--- src/design/sm3c_pkg.sv ---
`default_nettype none

package sm3c_pkg;

   localparam int WORD_W     = 32;
   localparam int IV_WORDS   = 8;
   localparam int BLK_WORDS  = 16;
   localparam int ROUNDS     = 64;
   localparam int CSR_IDX_W  = 4;
   localparam int ROUND_W    = $clog2(ROUNDS);
   localparam int WCNT_W     = $clog2(BLK_WORDS);
   localparam int OIDX_W     = $clog2(IV_WORDS);

   localparam logic [WORD_W-1:0] T_LOW  = 32'h79CC4519;
   localparam logic [WORD_W-1:0] T_HIGH = 32'h7A879D8A;

   localparam logic [WORD_W-1:0] IV_RESET [IV_WORDS] = '{
      32'h7380166F, 32'h4914B2B9, 32'h172442D7, 32'hDA8A0600,
      32'hA96F30BC, 32'h163138AA, 32'hE38DEE4D, 32'hB0FB0E4E
   };

   // The second constant enters at round 16, already rotated by sixteen.
   localparam logic [WORD_W-1:0] T_HIGH_ROT16 = {T_HIGH[15:0], T_HIGH[31:16]};

   typedef enum logic [1:0] {
      ST_IDLE,
      ST_ROUND,
      ST_FOLD,
      ST_OUTPUT
   } sm3c_state_type;

   typedef struct packed {
      logic               shift_word;
      logic               load_iv;
      logic               start_rounds;
      logic               round_en;
      logic [ROUND_W-1:0] round_idx;
      logic               fold;
      logic [OIDX_W-1:0]  out_idx;
   } sm3c_cmd_type;

   function automatic logic [WORD_W-1:0] rotl(input logic [WORD_W-1:0] v,
                                              input logic [4:0] n);
      rotl = (v << n) | (v >> (6'd32 - {1'b0, n}));
   endfunction

   function automatic logic [WORD_W-1:0] perm0(input logic [WORD_W-1:0] v);
      perm0 = v ^ rotl(v, 5'd9) ^ rotl(v, 5'd17);
   endfunction

   function automatic logic [WORD_W-1:0] perm1(input logic [WORD_W-1:0] v);
      perm1 = v ^ rotl(v, 5'd15) ^ rotl(v, 5'd23);
   endfunction

endpackage

`default_nettype wire

--- src/design/sm3c_ctrl.sv ---
`default_nettype none

module sm3c_ctrl (
   input  wire logic                  clock,
   input  wire logic                  reset,
   input  wire logic                  start,
   input  wire logic                  req_new_message,
   input  wire logic                  req_final_block,
   output logic                       busy,
   output logic                       rsp_valid,
   output logic [sm3c_pkg::OIDX_W-1:0] rsp_digest_index,
   output logic                       rsp_digest_last,
   output sm3c_pkg::sm3c_cmd_type     cmd
);
   import sm3c_pkg::*;

   sm3c_state_type      state_ff, state_in;
   logic [WCNT_W-1:0]   word_cnt_ff, word_cnt_in;
   logic [ROUND_W-1:0]  round_cnt_ff, round_cnt_in;
   logic [OIDX_W-1:0]   out_cnt_ff, out_cnt_in;
   logic                final_ff, final_in;
   logic                accept;
   logic                last_word;

   assign accept    = start && (state_ff == ST_IDLE);
   assign last_word = (word_cnt_ff == WCNT_W'(BLK_WORDS - 1));

   always_comb begin
      state_in = state_ff;
      unique case (state_ff)
         ST_IDLE: begin
            if (accept && last_word) begin
               state_in = ST_ROUND;
            end
         end
         ST_ROUND: begin
            if (round_cnt_ff == ROUND_W'(ROUNDS - 1)) begin
               state_in = ST_FOLD;
            end
         end
         ST_FOLD: begin
            state_in = final_ff ? ST_OUTPUT : ST_IDLE;
         end
         ST_OUTPUT: begin
            if (out_cnt_ff == OIDX_W'(IV_WORDS - 1)) begin
               state_in = ST_IDLE;
            end
         end
         default: begin
            state_in = ST_IDLE;
         end
      endcase
   end

   always_comb begin
      word_cnt_in  = accept ? word_cnt_ff + WCNT_W'(1) : word_cnt_ff;
      round_cnt_in = (state_ff == ST_ROUND) ? round_cnt_ff + ROUND_W'(1) : '0;
      out_cnt_in   = (state_ff == ST_OUTPUT) ? out_cnt_ff + OIDX_W'(1) : '0;
      final_in     = (accept && last_word) ? req_final_block : final_ff;
   end

   always_comb begin
      busy             = (state_ff != ST_IDLE);
      rsp_valid        = (state_ff == ST_OUTPUT);
      rsp_digest_index = out_cnt_ff;
      rsp_digest_last  = (out_cnt_ff == OIDX_W'(IV_WORDS - 1));
      cmd.shift_word   = accept;
      cmd.load_iv      = accept && (word_cnt_ff == '0) && req_new_message;
      cmd.start_rounds = accept && last_word;
      cmd.round_en     = (state_ff == ST_ROUND);
      cmd.round_idx    = round_cnt_ff;
      cmd.fold         = (state_ff == ST_FOLD);
      cmd.out_idx      = out_cnt_ff;
   end

   always_ff @(posedge clock) begin
      if (reset) begin
         state_ff     <= ST_IDLE;
         word_cnt_ff  <= '0;
         round_cnt_ff <= '0;
         out_cnt_ff   <= '0;
         final_ff     <= 1'b0;
      end else begin
         state_ff     <= state_in;
         word_cnt_ff  <= word_cnt_in;
         round_cnt_ff <= round_cnt_in;
         out_cnt_ff   <= out_cnt_in;
         final_ff     <= final_in;
      end
   end

endmodule

`default_nettype wire

--- src/design/sm3c_datapath.sv ---
`default_nettype none

module sm3c_datapath (
   input  wire logic                           clock,
   input  wire logic                           reset,
   input  wire sm3c_pkg::sm3c_cmd_type         cmd,
   input  wire logic [sm3c_pkg::WORD_W-1:0]    req_msg_word,
   input  wire logic                           csr_write_en,
   input  wire logic [sm3c_pkg::CSR_IDX_W-1:0] csr_index,
   input  wire logic [sm3c_pkg::WORD_W-1:0]    csr_wdata,
   output logic [sm3c_pkg::WORD_W-1:0]         rsp_digest_word
);
   import sm3c_pkg::*;

   logic [WORD_W-1:0] iv_ff     [IV_WORDS];
   logic [WORD_W-1:0] chain_ff  [IV_WORDS];
   logic [WORD_W-1:0] work_ff   [IV_WORDS];
   logic [WORD_W-1:0] work_in   [IV_WORDS];
   logic [WORD_W-1:0] block_buffer_ff [BLK_WORDS];
   logic [WORD_W-1:0] tj_ff, tj_in;

   logic [WORD_W-1:0] expand_word;
   logic [WORD_W-1:0] shift_in_word;
   logic [WORD_W-1:0] a12, ss1, ss2, ffj, ggj, tt1, tt2, wj, wpj;
   logic              low_rounds;

   // The message window holds W[j] .. W[j+15]; each round appends W[j+16].
   assign expand_word = perm1(block_buffer_ff[0] ^ block_buffer_ff[7]
                              ^ rotl(block_buffer_ff[13], 5'd15))
                        ^ rotl(block_buffer_ff[3], 5'd7) ^ block_buffer_ff[10];
   assign shift_in_word = cmd.round_en ? expand_word : req_msg_word;

   assign low_rounds = (cmd.round_idx < ROUND_W'(16));
   assign wj  = block_buffer_ff[0];
   assign wpj = block_buffer_ff[0] ^ block_buffer_ff[4];

   always_comb begin
      a12 = rotl(work_ff[0], 5'd12);
      ss1 = rotl(a12 + work_ff[4] + tj_ff, 5'd7);
      ss2 = ss1 ^ a12;
      if (low_rounds) begin
         ffj = work_ff[0] ^ work_ff[1] ^ work_ff[2];
         ggj = work_ff[4] ^ work_ff[5] ^ work_ff[6];
      end else begin
         ffj = (work_ff[0] & work_ff[1]) | (work_ff[0] & work_ff[2])
               | (work_ff[1] & work_ff[2]);
         ggj = (work_ff[4] & work_ff[5]) | (~work_ff[4] & work_ff[6]);
      end
      tt1 = ffj + work_ff[3] + ss2 + wpj;
      tt2 = ggj + work_ff[7] + ss1 + wj;
      work_in[0] = tt1;
      work_in[1] = work_ff[0];
      work_in[2] = rotl(work_ff[1], 5'd9);
      work_in[3] = work_ff[2];
      work_in[4] = perm0(tt2);
      work_in[5] = work_ff[4];
      work_in[6] = rotl(work_ff[5], 5'd19);
      work_in[7] = work_ff[6];
   end

   always_comb begin
      if (cmd.round_idx == ROUND_W'(15)) begin
         tj_in = T_HIGH_ROT16;
      end else begin
         tj_in = rotl(tj_ff, 5'd1);
      end
   end

   assign rsp_digest_word = chain_ff[cmd.out_idx];

   always_ff @(posedge clock) begin
      if (reset) begin
         for (int i = 0; i < IV_WORDS; i++) begin
            iv_ff[i]    <= IV_RESET[i];
            chain_ff[i] <= IV_RESET[i];
         end
      end else begin
         if (csr_write_en && (csr_index < CSR_IDX_W'(IV_WORDS))) begin
            iv_ff[csr_index[OIDX_W-1:0]] <= csr_wdata;
         end
         if (cmd.load_iv) begin
            for (int i = 0; i < IV_WORDS; i++) begin
               chain_ff[i] <= iv_ff[i];
            end
         end else if (cmd.fold) begin
            for (int i = 0; i < IV_WORDS; i++) begin
               chain_ff[i] <= chain_ff[i] ^ work_ff[i];
            end
         end
      end
   end

   always_ff @(posedge clock) begin
      if (cmd.shift_word || cmd.round_en) begin
         for (int i = 0; i < BLK_WORDS - 1; i++) begin
            block_buffer_ff[i] <= block_buffer_ff[i + 1];
         end
         block_buffer_ff[BLK_WORDS - 1] <= shift_in_word;
      end
      if (cmd.start_rounds) begin
         tj_ff <= T_LOW;
         for (int i = 0; i < IV_WORDS; i++) begin
            work_ff[i] <= chain_ff[i];
         end
      end else if (cmd.round_en) begin
         tj_ff <= tj_in;
         for (int i = 0; i < IV_WORDS; i++) begin
            work_ff[i] <= work_in[i];
         end
      end
   end

endmodule

`default_nettype wire

--- src/design/sm3_hash_compression.sv ---
// Channel    Ports                                               Handshake
// request    req_msg_word, req_new_message, req_final_block     start high, busy low
// response   rsp_digest_word, rsp_digest_index, rsp_digest_last rsp_valid, one cycle
// csr        csr_index, csr_wdata                                csr_write_en
//
// Words 0 to 14 of a block are taken one per cycle with busy staying low.
// The sixteenth word starts the 64 rounds of the single round unit and the fold
// step; a final block then adds its 8 digest words on consecutive cycles.
// Reset is synchronous and loads the standard IV into the IV registers and
// the chaining value. Results cannot be stalled by the receiver.
`default_nettype none

module sm3_hash_compression (
   input  wire logic                           clock,
   input  wire logic                           reset,
   input  wire logic                           start,
   output logic                                busy,
   input  wire logic [sm3c_pkg::WORD_W-1:0]    req_msg_word,
   input  wire logic                           req_new_message,
   input  wire logic                           req_final_block,
   output logic                                rsp_valid,
   output logic [sm3c_pkg::WORD_W-1:0]         rsp_digest_word,
   output logic [sm3c_pkg::OIDX_W-1:0]         rsp_digest_index,
   output logic                                rsp_digest_last,
   input  wire logic                           csr_write_en,
   input  wire logic [sm3c_pkg::CSR_IDX_W-1:0] csr_index,
   input  wire logic [sm3c_pkg::WORD_W-1:0]    csr_wdata
);
   import sm3c_pkg::*;

   sm3c_cmd_type cmd;

   sm3c_ctrl u_ctrl (
      .clock            (clock),
      .reset            (reset),
      .start            (start),
      .req_new_message  (req_new_message),
      .req_final_block  (req_final_block),
      .busy             (busy),
      .rsp_valid        (rsp_valid),
      .rsp_digest_index (rsp_digest_index),
      .rsp_digest_last  (rsp_digest_last),
      .cmd              (cmd)
   );

   sm3c_datapath u_datapath (
      .clock           (clock),
      .reset           (reset),
      .cmd             (cmd),
      .req_msg_word    (req_msg_word),
      .csr_write_en    (csr_write_en),
      .csr_index       (csr_index),
      .csr_wdata       (csr_wdata),
      .rsp_digest_word (rsp_digest_word)
   );

   assert property (@(posedge clock) disable iff (reset)
      rsp_valid |-> busy)
      else $error("Digest word presented while the block is idle.");

   assert property (@(posedge clock) disable iff (reset)
      (rsp_valid && rsp_digest_last) |=> !rsp_valid)
      else $error("Digest transaction continued past its last word.");

   assert property (@(posedge clock) disable iff (reset)
      (rsp_valid && !rsp_digest_last) |=>
         (rsp_valid && (rsp_digest_index == $past(rsp_digest_index) + OIDX_W'(1))))
      else $error("Digest words are not consecutive.");

   assert property (@(posedge clock) disable iff (reset)
      (cmd.round_en && !$past(cmd.round_en)) |-> (cmd.round_idx == '0))
      else $error("Round sequence did not start at round zero.");

endmodule

`default_nettype wire
--- config.mk ---
export PLATFORM = sky130hd
export DESIGN_NAME = sm3_hash_compression
export DESIGN_NICKNAME = d
export VERILOG_FILES = /design/src/design/sm3c_pkg.sv /design/src/design/sm3c_ctrl.sv /design/src/design/sm3c_datapath.sv /design/src/design/sm3_hash_compression.sv
export SDC_FILE = /design/constraint.sdc
export NUM_CORES = 2
export LEC_CHECK = 0
export ABC_AREA = 1
export BUFFER_PORTS_ARGS = -buffer_cell sky130_fd_sc_hd__buf_2
export CORE_UTILIZATION = 45
export CTS_BUF_LIST = sky130_fd_sc_hd__clkbuf_8
export DETAILED_ROUTE_END_ITERATION = 8
export PLACE_DENSITY = 0.58
export SLEW_MARGIN = 20
export SYNTH_ARGS = -nofsm -noshare
export SYNTH_HDL_FRONTEND = slang
export SYNTH_SLANG_ARGS = --single-unit
--- constraint.sdc ---
create_clock -name clock -period 31.7 [get_ports clock]
set_input_delay 6.34 -clock clock [delete_from_list [all_inputs] [get_ports clock]]
set_output_delay 6.34 -clock clock [all_outputs]
set_load 0.005 [all_outputs]
==> out/qor_table.md <==
| Item | Value |
|:---|:---|
| Proportion of register bits with asynchronous set or reset after synthesis | 0% |
| Number of violations of the max-capacitance limit | 0 |
| Pre-Repair DR Iteration Count | 8 |
| Post-synthesis compound-gate area fraction | 7.66% |
| Layout cells sized above 1 | 9.30% |
| Unrepaired setup endpoints after global routing | no |
| WP data required | 25.36 ns |
| Antenna violations before repair | 9 |
| Arr. time, crit path | 4.34 ns |
| Area added between synthesis and finish | 10.0% |
| Number of fill cells in the layout | 13454 |
| Starting utilization of the core area | 45.4% |
| Wire per inst | 29.1 um |
| Final Slew Violations | 0 |
| Area contributors post-synth | edfxtp_1 57%, nand2_1 7.7%, fa_1 5.6%, xnor2_1 4.2%, o21ai_0 3.4% |
| Number of failing setup endpoints in the final timing report | 0 |
| Transition at the pin with the smallest max-transition slack | 1.28 ns |
| Yosys Warn Count | 0 |
| Synthesized-area fraction occupied by and/or/nand/nor cells | 14.2% |
| Residual DRC | 0 |
| Part of the Yosys area used for sequential elements | 58.6% |
| Area share of fa/ha/maj cells after synthesis | 7.41% |
| Number of buffers added for setup after CTS | 0 |
| Leftover overflow at the end of global routing | 0 |
| Number of unique standard cell types used by synthesis | 69 |
| Cell with the most instances after synthesis | nand2_1 |
| Kind of start point of the critical path | register |
| Area enclosed by the die boundary | 0.151 mm^2 |
| Start of the worst register-to-register path | u_datapath.work_ff[0][145] |
| Worst slew margin relative to its limit | 13.9% |
| Routability Congestion | 0.998 |
| Sum of negative setup slack | 0 ns |
| Highest net fanout along the worst path | 57 |
| Total of buffers placed on input and output ports | 111 |
| CTS root buffer | clkbuf_8 |
| Hold-fix buffers at CTS | 0 |
| Portion of netlist area occupied by mux cells | 0.417% |
| Clock Path Buffers | 3 |
| First-pass GRT wire length | 342000 um |
| Die width | 388 um |
| Die span in y | 388 um |
| GR Util All Layers | 32.4% |
| Clock-pin slew on the worst setup and hold paths | 0.06 ns |
| CTS tree | built |
| Status | completed |
| Shortest period the worst path allows | 10.68 ns |
| Proportion of netlist area held by the largest area contributor | 57.2% |
| Final hold viol count | 0 |
| Start point of the worst hold path | u_datapath.block_buffer_ff[1][49] |
| Number of nets in the layout | 6739 |
| Category of the worst setup path capture point | primary output |
| Gate count of the mapped netlist | 6211 |
| Post-synthesis instance area | 0.0672 mm^2 |
| Top post-synthesis cells by count | 1371 x nand2_1, 1280 x edfxtp_1, 571 x inv_1 |
| Post-DP HPWL | 182000 um |
| Post-synth EDFFs | 1280 |
| DRT antenna net count | 0 |
| Synth Net Count | 6570 |
| Number of CTS-inserted buffers | 218 |
| Dominant combinational cell family by area after synthesis | simple AND/OR/NAND/NOR gates |
| Tcrit/Tclk final | 33.7% |
| Avg Synthesized Cell Area | 10.8 um^2 |
| Prevailing post-synth register cell | edfxtp_1 |
| Xor and xnor fraction of the mapped netlist area | 7.04% |
| Setup slack on the worst flop-to-flop path | 24.13 ns |
| Core area | 0.148 mm^2 |
| Dominant cell type by area after synthesis | edfxtp_1 |
| Worst clock skew on the final layout | 0.0809 ns |
| Maximum number of pins on one net before global-route repair | 198 |
| # rows | 141 |
| I/O pin cnt | 112 |
| Post-cts repair resize count | 0 |
| Launching element of the worst setup path | u_ctrl.rsp_digest_index[1] |
| Worst min-delay path class | reg -> reg |
| Clock latency of the later-clocked register in the worst-skew pair | 1.01 ns |
| Number of H-tree branching levels | 4 |
| FF+latch count, synth | 1328 |
| Total via count after detailed routing | 48869 |
| Via-to-Cell Ratio | 5.75 |
| Maximum operating frequency | 93.6 MHz |
| CP Class | reg -> out |
| Clock sink count | 1328 |
| Via count of the first global-routing pass | 46101 |
| Aggregate routed wire length | 247000 um |
| Iteration-0 DRC Markers | 6249 |
==> final timing paths <==
| kind | endpoint | cells after the start |
|---|---|---|
| min reg2reg | u_datapath.block_buffer_ff[1][17] | 0 |
| min | u_datapath.block_buffer_ff[1][17] | 0 |
| max reg2reg | u_datapath.work_ff[0][148] | 27 |
| max | rsp_digest_word[1] | 8 |
==> state kept, by name, indices dropped and copies added (netlist names) <==
register                    cells
u_ctrl.rsp_digest_index         3
u_ctrl.state_ff                 2
u_datapath.tj_ff               32
u_ctrl.round_cnt_ff             6
u_ctrl.word_cnt_ff              4
u_ctrl.final_ff                 1
u_datapath.iv_ff              256
u_datapath.block_buffer_ff    512
u_datapath.chain_ff           256
u_datapath.work_ff            256
==> per-layer routing <==
layer	share of wire [%]	track usage (%)	wire, um
met5	0.010	0	25
met4	6.6	18.5	16400
met3	9.5	6.91	23500
met2	44	48.2	108000
met1	40	44.0	99200
==> worst max-delay path: stages, from the launching register on <==
cell	delay [ns]
dfxtp_2	0.31
buf_4	0.29
clkinv_2	0.15
buf_4	0.70
o21ai_0	0.20
o22ai_1	0.55
nor2_1	0.08
a31oi_1	0.71
buf_2	0.25
==> cell type report <==
| cell class | count | area, um^2 | area share (%) |
|---|---|---|---|
| Inverter | 590 | 2240 | 3.02 |
| Clock buffer | 228 | 3140 | 4.24 |
| Multi-Input combinational cell | 4077 | 24800 | 33.5 |
| Tap cell | 1930 | 2410 | 3.27 |
| Sequential cell | 1328 | 39400 | 53.3 |
| Timing Repair Buffer | 165 | 986 | 1.33 |
| Clock inverter | 172 | 995 | 1.35 |
| Antenna cell | 5 | 12.5 | 0.0169 |
==> cell usage in the layout, fill, tap and decap left out, drive strengths merged, types with 8 or more instances in the layout <==
cell    netlist  layout
a21oi       267     267
a221oi       10      10
a22oi         8       8
a31oi        36      36
a32o         41      41
buf          64     165
clkbuf      152     228
clkinv        6      73
dfxtp        48      48
edfxtp     1280    1280
fa          188     188
ha           97      97
inv         584     676
mux2i        28      28
nand2      1398    1398
nand3       225     225
nand4        22      22
nor2        503     503
nor3         73      73
o21ai       472     472
o21bai       14      14
o221ai       10      10
o22ai        32      32
or2          77      77
xnor2       327     327
xor2        200     200
==> logic make-up after synthesis <==
kind of cell / Yosys count
DFF: 1328
buffers and inverters: 806
muxes: 28
AOI/OAI and AO/OA: 918
adders and majority gates: 285
and+or+nand+nor: 2315
xor gates and xnor gates: 531
==> metrics by stage <==
step	worst slack [ns]	area (um^2)	hold slack [ns]	util (%)	instances
global route	20.94	73900	0.390	49.9	8491
CTS	21.08	73900	0.387	49.9	8490
finish	21.02	73900	0.391	50.0	8495
global placement	21.67	69800	0.400	47.1	8090
floorplan	13.31	67200	0.400	-	6211
detailed placement	22.04	69800	0.405	47.2	8090
Power is left out: the tool's default activity adds up to more than one toggle a clock period on the data nets, which glitch-free logic cannot reach.
